### config.mk
export PLATFORM = sky130hd
export DESIGN_NAME = bavg_div
export DESIGN_NICKNAME = d
export VERILOG_FILES = /design/src/bavg_div.sv
export SDC_FILE = /design/constraint.sdc
export NUM_CORES = 1
export LEC_CHECK = 0
export BUFFER_PORTS_ARGS = -buffer_cell sky130_fd_sc_hd__clkbuf_2
export CORE_UTILIZATION = 45
export CTS_BUF_LIST = sky130_fd_sc_hd__clkbuf_2 sky130_fd_sc_hd__clkbuf_4 sky130_fd_sc_hd__clkbuf_8
export DETAILED_ROUTE_END_ITERATION = 6
export PLACE_DENSITY = 0.71
export SLEW_MARGIN = 20
export SYNTH_ARGS = -nofsm -noshare
export SYNTH_HDL_FRONTEND = slang
export SYNTH_SLANG_ARGS = --single-unit
### constraint.sdc
create_clock -name clk_i -period 6.8 [get_ports clk_i]
set_clock_uncertainty 0.1 [all_clocks]
set_input_delay 0.68 -clock clk_i [delete_from_list [all_inputs] [get_ports clk_i]]
set_output_delay 0.68 -clock clk_i [all_outputs]
set_load 0.01 [all_outputs]
### src/bavg_div.sv
// Radix-2 restoring divider, one quotient bit per cycle.
module bavg_div #(
  parameter int DW = 25,
  parameter int VW = 9
) (
  input  logic          clk_i,
  input  logic          rst_ni,
  input  logic          start_i,
  input  logic [DW-1:0] dividend_i,
  input  logic [VW-1:0] divisor_i,
  output logic          done_o,
  output logic [DW-1:0] quotient_o,
  output logic [VW-1:0] remainder_o
);

  localparam int CNTW = $clog2(DW);

  logic            busy_q;
  logic            done_q;
  logic [CNTW-1:0] cnt_q;
  logic [DW-1:0]   quo_q;
  logic [VW-1:0]   rem_q;
  logic [VW-1:0]   dvs_q;

  logic [VW:0]   trial;
  logic [VW:0]   diff;
  logic          ge;
  logic [VW-1:0] rem_d;

  assign trial = {rem_q, quo_q[DW-1]};
  assign diff  = trial - {1'b0, dvs_q};
  assign ge    = trial >= {1'b0, dvs_q};
  assign rem_d = ge ? diff[VW-1:0] : trial[VW-1:0];

  always_ff @(posedge clk_i or negedge rst_ni) begin
    if (!rst_ni) begin
      busy_q <= 1'b0;
      done_q <= 1'b0;
      cnt_q  <= '0;
    end else begin
      done_q <= 1'b0;
      if (start_i) begin
        busy_q <= 1'b1;
        cnt_q  <= '0;
      end else if (busy_q) begin
        cnt_q <= cnt_q + CNTW'(1);
        if (cnt_q == CNTW'(DW - 1)) begin
          busy_q <= 1'b0;
          done_q <= 1'b1;
        end
      end
    end
  end

  always_ff @(posedge clk_i) begin
    if (start_i) begin
      quo_q <= dividend_i;
      rem_q <= '0;
      dvs_q <= divisor_i;
    end else if (busy_q) begin
      quo_q <= {quo_q[DW-2:0], ge};
      rem_q <= rem_d;
    end
  end

  assign done_o      = done_q;
  assign quotient_o  = quo_q;
  assign remainder_o = rem_q;

endmodule

==> impl_results.md, run 1 <==
* RSZ-0062 raised after global routing: false
* Hold Fails Final Rpt at 0
* Worst setup EP type: flip-flop
* Static Leak at roughly 1.4 nW
* Post-CTS Resized at 0
* Power density over the cells at 327 nW/um^2
* DRC viols at 0
* Yosys warns at 0
* Vias in the first global route at 1610
* Gr usage total at 16.8%
* Clk slew on worst S/H paths at approximately 100 ps
* Initial antenna violation count at 0
* Final core occ at 57.9%
* Commonest non-fill, non-tap cells in the layout: 71 x clkbuf_2, 34 x edfxtp_1, 24 x mux2_2
* Layout Area Growth over Synthesis at 20.7%
* Synthesized area per cell at 12.3 um^2
* Syn Nets at 254
* Ports at 72
* H-tree levels at 2
* Largest family of logic cells by synthesized area: multiplexers
* Asr flop ratio synth at 14.0%
* Setup Buffers After CTS at 0
* Vias per cell at 5.07
* Slew @ Worst Pin at 834 ps
* Total wire length at 4640 um
* Cell Chain, Critical Path: inv_1 -> ha_1 -> inv_1 -> fa_1 -> a211oi_1 -> o21a_1 -> o211a_2 -> mux2i_1 -> a211oi_1
* CTS Hold Bufs at 0
* Max_slew headroom at 44.4%
* Clock buffer depth at 2
* ANT cells at 0
* CTS tree: yes
* Detail Placement HPWL at between 3000 and 4000 um
* Drt initial violations at 69
* Die W at ~77 um
* Die height at ~77 um
* Layout cell share with drive strength beyond 1 at 40.0%
* CP max-delay cell: edfxtp_1
* # clock sinks at 50
* CP top delay family: compound AO/OA/AOI/OAI gates
* CP Launch Type: flip-flop
* Status: finished clean
* Initial Util at 48.0%
* Setup_tns at 0 ps
* Data required, critical path at 6860 ps
* Via count at around 1700
* FMAX at approximately 360 MHz
* Dominant synthesized flop cell: edfxtp_1
* Crit path buffers/inverters at 2
* Adder and majority gate portion of the synthesized area at 6.23%
* Congestion Overflow GR at 0
* Synth Area in Compound Gates at 8.76%
* Max-cap violations at 0
* GPL Wtd Cong at 0.769
* Largest net degree at the start of global routing at 52
* # port buffers at 71
* Syn Std Cell Area at 2530 um^2
* Site Rows at 26
* Xor/xnor share of the synthesized area at 2.77%
* Worst vdd ir at 0.000178 V
* HP Class: primary input to async pin
* First-pass GRT wire length at 7670 um
* Full die area at between 5000 and 6000 um^2
* Critical path class: flip-flop to flip-flop
* Synth Instances at ~210
* Mux contribution to synthesized area at between 10% and 20%
* Post-route ant nets at 0
* Critical Path Max Stage Delay at 410 ps
* Detailed Routing Iterations Pass 1 at 4
* Root Buffer: clkbuf_8
* Largest fanout on the critical path at 14
* Max-slew violation count at 0
* Worst skew pair latency at 320 ps
* Critical Path AT at 2800 ps
* Number of synthesized flops with an enable pin at 34
* Most common cell after layout, fill and taps aside: clkbuf_2
* DR WL/cell at 13.5 um
* Final min period at 2740 ps
* CTS Buf Count at 5
* Core ar. at roughly 5300 um^2
* Synth Area in Simple Gates at 9.40%
* # setup viols final at 0
* Yosys cell types at 39
* Final period util at between 40% and 50%
* Layout net count at 323
* Seq/Total Area, Yosys at 54.4%
* Synth Register Bits at 50
[logic make-up (layout without fill, tap and decap cells)]
family	Yosys count	count (layout)
adders and majority gates	12	12
and+or+nand+nor	47	47
DFF	50	50
muxes	34	34
AOI/OAI and AO/OA	30	30
buffers and inverters	24	94
xor gates and xnor gates	8	8
[synthesized netlist by cell type (2+ instances only)]
cell,n,area (um^2)
o211ai_1,3,22.5
mux2i_1,10,100
a21oi_1,5,25.0
or3_1,2,12.5
mux2_2,24,270
nand4_1,2,12.5
dfxtp_1,9,180
xor2_1,6,52.6
a21o_1,3,22.5
clkbuf_1,8,30.0
nor2_1,19,71.3
nand3_1,2,10.0
nand3b_1,3,22.5
or2_2,3,18.8
nand2_1,8,30.0
xnor2_1,2,17.5
o21ai_0,3,15.0
a211oi_1,7,52.6
nand4b_1,2,17.5
dfrtp_1,7,175
a311oi_1,3,26.3
ha_1,11,138
edfxtp_1,34,1020
inv_1,14,52.6
[layout make-up]
class                      instances  area (um^2)
multi-input combinational        131         1060
clock buffer                       5         68.8
sequential                        50         1380
fill                             475         2220
timing repair buffer              72          363
tap                               70         87.6
inverter                          14         52.6
clock inverter                     3         47.5
[worst paths after layout]
kind	start	end	slack, ps	depth (start not counted)
max	quotient_o[24]	remainder_o[3]	4060	9
min	rst_ni	cnt_q[3]	90	1
max reg2reg	quotient_o[24]	remainder_o[3]	4060	9
min reg2reg	remainder_o[4]	remainder_o[4]	420	2
max in group asynchronous	rst_ni	done_o	6340	1
min in group clk_i	remainder_o[4]	remainder_o[4]	420	2
[registers in the layout (all words and copies together) (netlist names)]
register	cells
remainder_o	9
cnt_q	5
busy_q	1
quotient_o	25
dvs_q	9
done_o	1
[stage by stage]
| stage | power (W) | cell area (um^2) | setup slack, ps | hold slack, ps | instances |
|---|---|---|---|---|---|
| 5_1_grt | 0.00106 | 3050 | 3820 | 88.4 | 345 |
| 3_3_place_gp | 0.000782 | 2940 | 4190 | 405 | 337 |
| 3_5_place_dp | 0.000789 | 2940 | 4070 | 412 | 337 |
| 4_1_cts | 0.00101 | 3050 | 4040 | 84.8 | 345 |
| 2_1_floorplan | 0.000688 | 2530 | 4300 | 284 | 205 |
| 6_report | 0.000998 | 3050 | 4060 | 87.0 | 345 |
[per-layer routing]
metal | wire [um] | global-route usage (%)
met2 | 2140 | 24.9
met1 | 2160 | 22.5
met3 | 252 | 4.88
met4 | 86 | 7.50
met5 | 0 | 0
[report_power, final]
| group | total (W) | leakage, nW | internal [W] | switching, W |
|---|---|---|---|---|
| Sequential | 0.000418 | 0.518 | 0.000377 | 0.0000409 |
| Combinational | 0.000364 | 0.818 | 0.000173 | 0.000191 |
| Clock | 0.000216 | 0.0587 | 0.000112 | 0.000104 |
Power figures use the tool's default switching activity.
==> run 2: changes to the inputs <==
==> constraint.sdc (replaced) <==
create_clock -name clk_i -period 2.7 [get_ports clk_i]
set_clock_uncertainty 0.1 [all_clocks]
set_input_delay 0.27 -clock clk_i [delete_from_list [all_inputs] [get_ports clk_i]]
set_output_delay 0.27 -clock clk_i [all_outputs]
set_load 0.01 [all_outputs]
==> run 2 against run 1 <==
Combinational power rose to 2.7 times the previous value. Final cell count grew 1.4%. Sequential share of layout area decreased by 0.38 points. Die area did not move. Highest routed layer unchanged.
==> impl_results.md, run 2 (synthesized netlist as in run 1, its figures left out) <==
* Area occupied by multi-input gates at 1060 um^2 (+0.71%)
* Max-cap violations at 0 (unchanged)
* Drt initial violations at 116 (+68%)
* Clk slew on worst S/H paths at 100 ps (about the same)
* Largest net degree at the start of global routing at 27 (-48%)
* ANT cells at 0 (unchanged)
* Worst vdd ir at 0.000445 V (+150%)
* DRC viols at 0 (unchanged)
* Die height at 77.0 um (unchanged)
* # setup viols final at 0 (unchanged)
* Total wire length at 4780 um (+3.0%)
* Met1 Use GR at 21.6% (-0.95 points)
* Core ar. at 5270 um^2 (unchanged)
* FMAX at 397 MHz (+8.9%)
* Critical Path AT at 2600 ps (-200 ps)
* CTS tree: yes
* H-tree levels at 2 (unchanged)
* Grt met3 use at 3.81% (-1.1 points)
* # port buffers at 71 (unchanged)
* Initial Util at 48.0% (unchanged)
* CP max-delay cell: edfxtp_1
* Full die area at 5920 um^2 (unchanged)
* Setup Buffers After CTS at 0 (unchanged)
* Initial antenna violation count at 0 (unchanged)
* Busiest layer in global routing: met2
* Max-slew violation count at 0 (unchanged)
* CP Launch Type: flip-flop
* Fin Hold WS at 36.0 ps (-51.0 ps)
* Finished Layout Cells at 350 (+1.4%)
* Max reg flops at 25 (unchanged)
* Final min period at 2520 ps (-224 ps)
* RSZ-0062 raised after global routing: false
* Root Buffer: clkbuf_8
* Critical Path Max Stage Delay at 420 ps (about the same)
* Placed instance count at 341 (+1.2%)
* Congestion Overflow GR at 0 (unchanged)
* Ports at 72 (unchanged)
* Cell Chain, Critical Path: inv_1 -> ha_1 -> inv_1 -> fa_1 -> a211oi_1 -> o21a_1 -> o211a_4 -> mux2i_1 -> a211oi_1
* # clock sinks at 50 (unchanged)
* Status: finished clean
* Hold Fails Final Rpt at 0 (unchanged)
* Worst skew pair latency at 300 ps (-20 ps)
* Static Leak at 1.41 nW (+0.96%)
* Site Rows at 26 (unchanged)
* Setup_tns at 0 ps (unchanged)
* Largest fanout on the critical path at 14 (unchanged)
* Slew @ Worst Pin at 576 ps (-257 ps)
* Final period util at 93.4% (+53 points)
* Worst setup EP type: flip-flop
* Detailed Routing Iterations Pass 1 at 4 (unchanged)
* DR WL/cell at 13.7 um (+1.5%)
* Layout cell share with drive strength beyond 1 at 40.7% (+0.71 points)
* Max_slew headroom at 61.6% (+17 points)
* Fill cell count at 478 (+0.63%)
* Power density over the cells at 802 nW/um^2 (+150%)
* Global Route met2 Usage at 27.1% (+2.2 points)
* Detail Placement HPWL at 3470 um (+5.0%)
* Vias per cell at 5.13 (+1.2%)
* CTS Buf Count at 5 (unchanged)
* Critical path class: flip-flop to flip-flop
* Most common cell after layout, fill and taps aside: clkbuf_2
* Post-route ant nets at 0 (unchanged)
* Gr usage total at 16.7% (-0.077 points)
* GPL Wtd Cong at 0.798 (+3.7%)
* Die W at 77.0 um (unchanged)
* Layout net count at 328 (+1.5%)
* First-pass GRT wire length at 7830 um (+2.2%)
* Vias in the first global route at 1709 (+6.1%)
* Via count at 1794 (+2.6%)
* Commonest non-fill, non-tap cells in the layout: 71 x clkbuf_2, 34 x edfxtp_1, 24 x mux2_2
* Seq. cell area at 1380 um^2 (unchanged)
* Crit path buffers/inverters at 2 (unchanged)
* CP top delay family: compound AO/OA/AOI/OAI gates
* Clock buffer depth at 2 (unchanged)
* Layout Area Growth over Synthesis at 21.8%
* Data required, critical path at 2780 ps (-4080 ps)
* HP Class: primary input to flip-flop
[run 2: changes by cell type in the layout (fill, tap and decap cells not counted), sizes merged]
cell,previous run,this run
buf,1,5
bufinv,1,0
dlygate4sd3,0,1
inv,15,16
[run 2: path summary, 6_finish.rpt]
| kind | startpoint | to | slack, ps | cells after the start |
|---|---|---|---|---|
| max | quotient_o[24] | remainder_o[4] | 180 | 9 |
| min | divisor_i[2] | dvs_q[2] | 40 | 1 |
| max reg2reg | quotient_o[24] | remainder_o[4] | 180 | 9 |
| min reg2reg | remainder_o[4] | remainder_o[5] | 430 | 2 |
| max in group asynchronous | rst_ni | cnt_q[2] | 2110 | 2 |
| min in group asynchronous | rst_ni | busy_q | 230 | 2 |
[run 2: final cells by class]
class,instances,share of cell area (%)
Sequential cell,50,44.7
Multi-Input combinational cell,131,34.6
Timing Repair Buffer,77,13.1
Tap cell,70,2.84
Clock buffer,5,2.23
Inverter,14,1.71
Clock inverter,3,0.853
[run 2: metal layers]
layer | part of all wire (%) | vias to the layer above
met4 | 0.84 | 0
met5 | 0 | -
met1 | 46 | 854
li1 | - | 893
met2 | 50 | 43
met3 | 3.6 | 4
[run 2: metrics by stage]
step | cell area, um^2 | utilization [%] | power (W) | worst slack (ps)
CTS | 3070 | 58.3 | 0.00247 | 89.8
finish | 3080 | 58.4 | 0.00247 | 179
detailed placement | 2970 | 56.3 | 0.00201 | 116
floorplan | 2530 | - | 0.00173 | 202
global route | 3080 | 58.4 | 0.00263 | 41.4
global placement | 2970 | 56.3 | 0.00199 | 217
[run 2: worst reg2reg max path, delay by kind of cell (launching register included)]
kind	cells	cell delay [ps]
AO/OA/AOI/OAI	4	970
buffers and inverters	2	130
adder cells (fa/ha/maj)	2	550
flip-flops	1	420
multiplexers	1	240
[run 2: timing repair]
| action | 4_1_cts | 5_1_grt |
|---|---|---|
| hold buffers | 1 | 0 |
| resized for setup | 0 | 1 |
| endpoints found under the hold margin | 7 | 0 |
| endpoints found under the setup margin | 0 | 8 |
[run 2: report_power, final]
part | leakage [nW] | total (W) | internal, W | switching, W
Clock | 0.0491 | 0.000454 | 0.000191 | 0.000263
Sequential | 0.518 | 0.00105 | 0.000949 | 0.0000994
Combinational | 0.841 | 0.000968 | 0.000465 | 0.000503
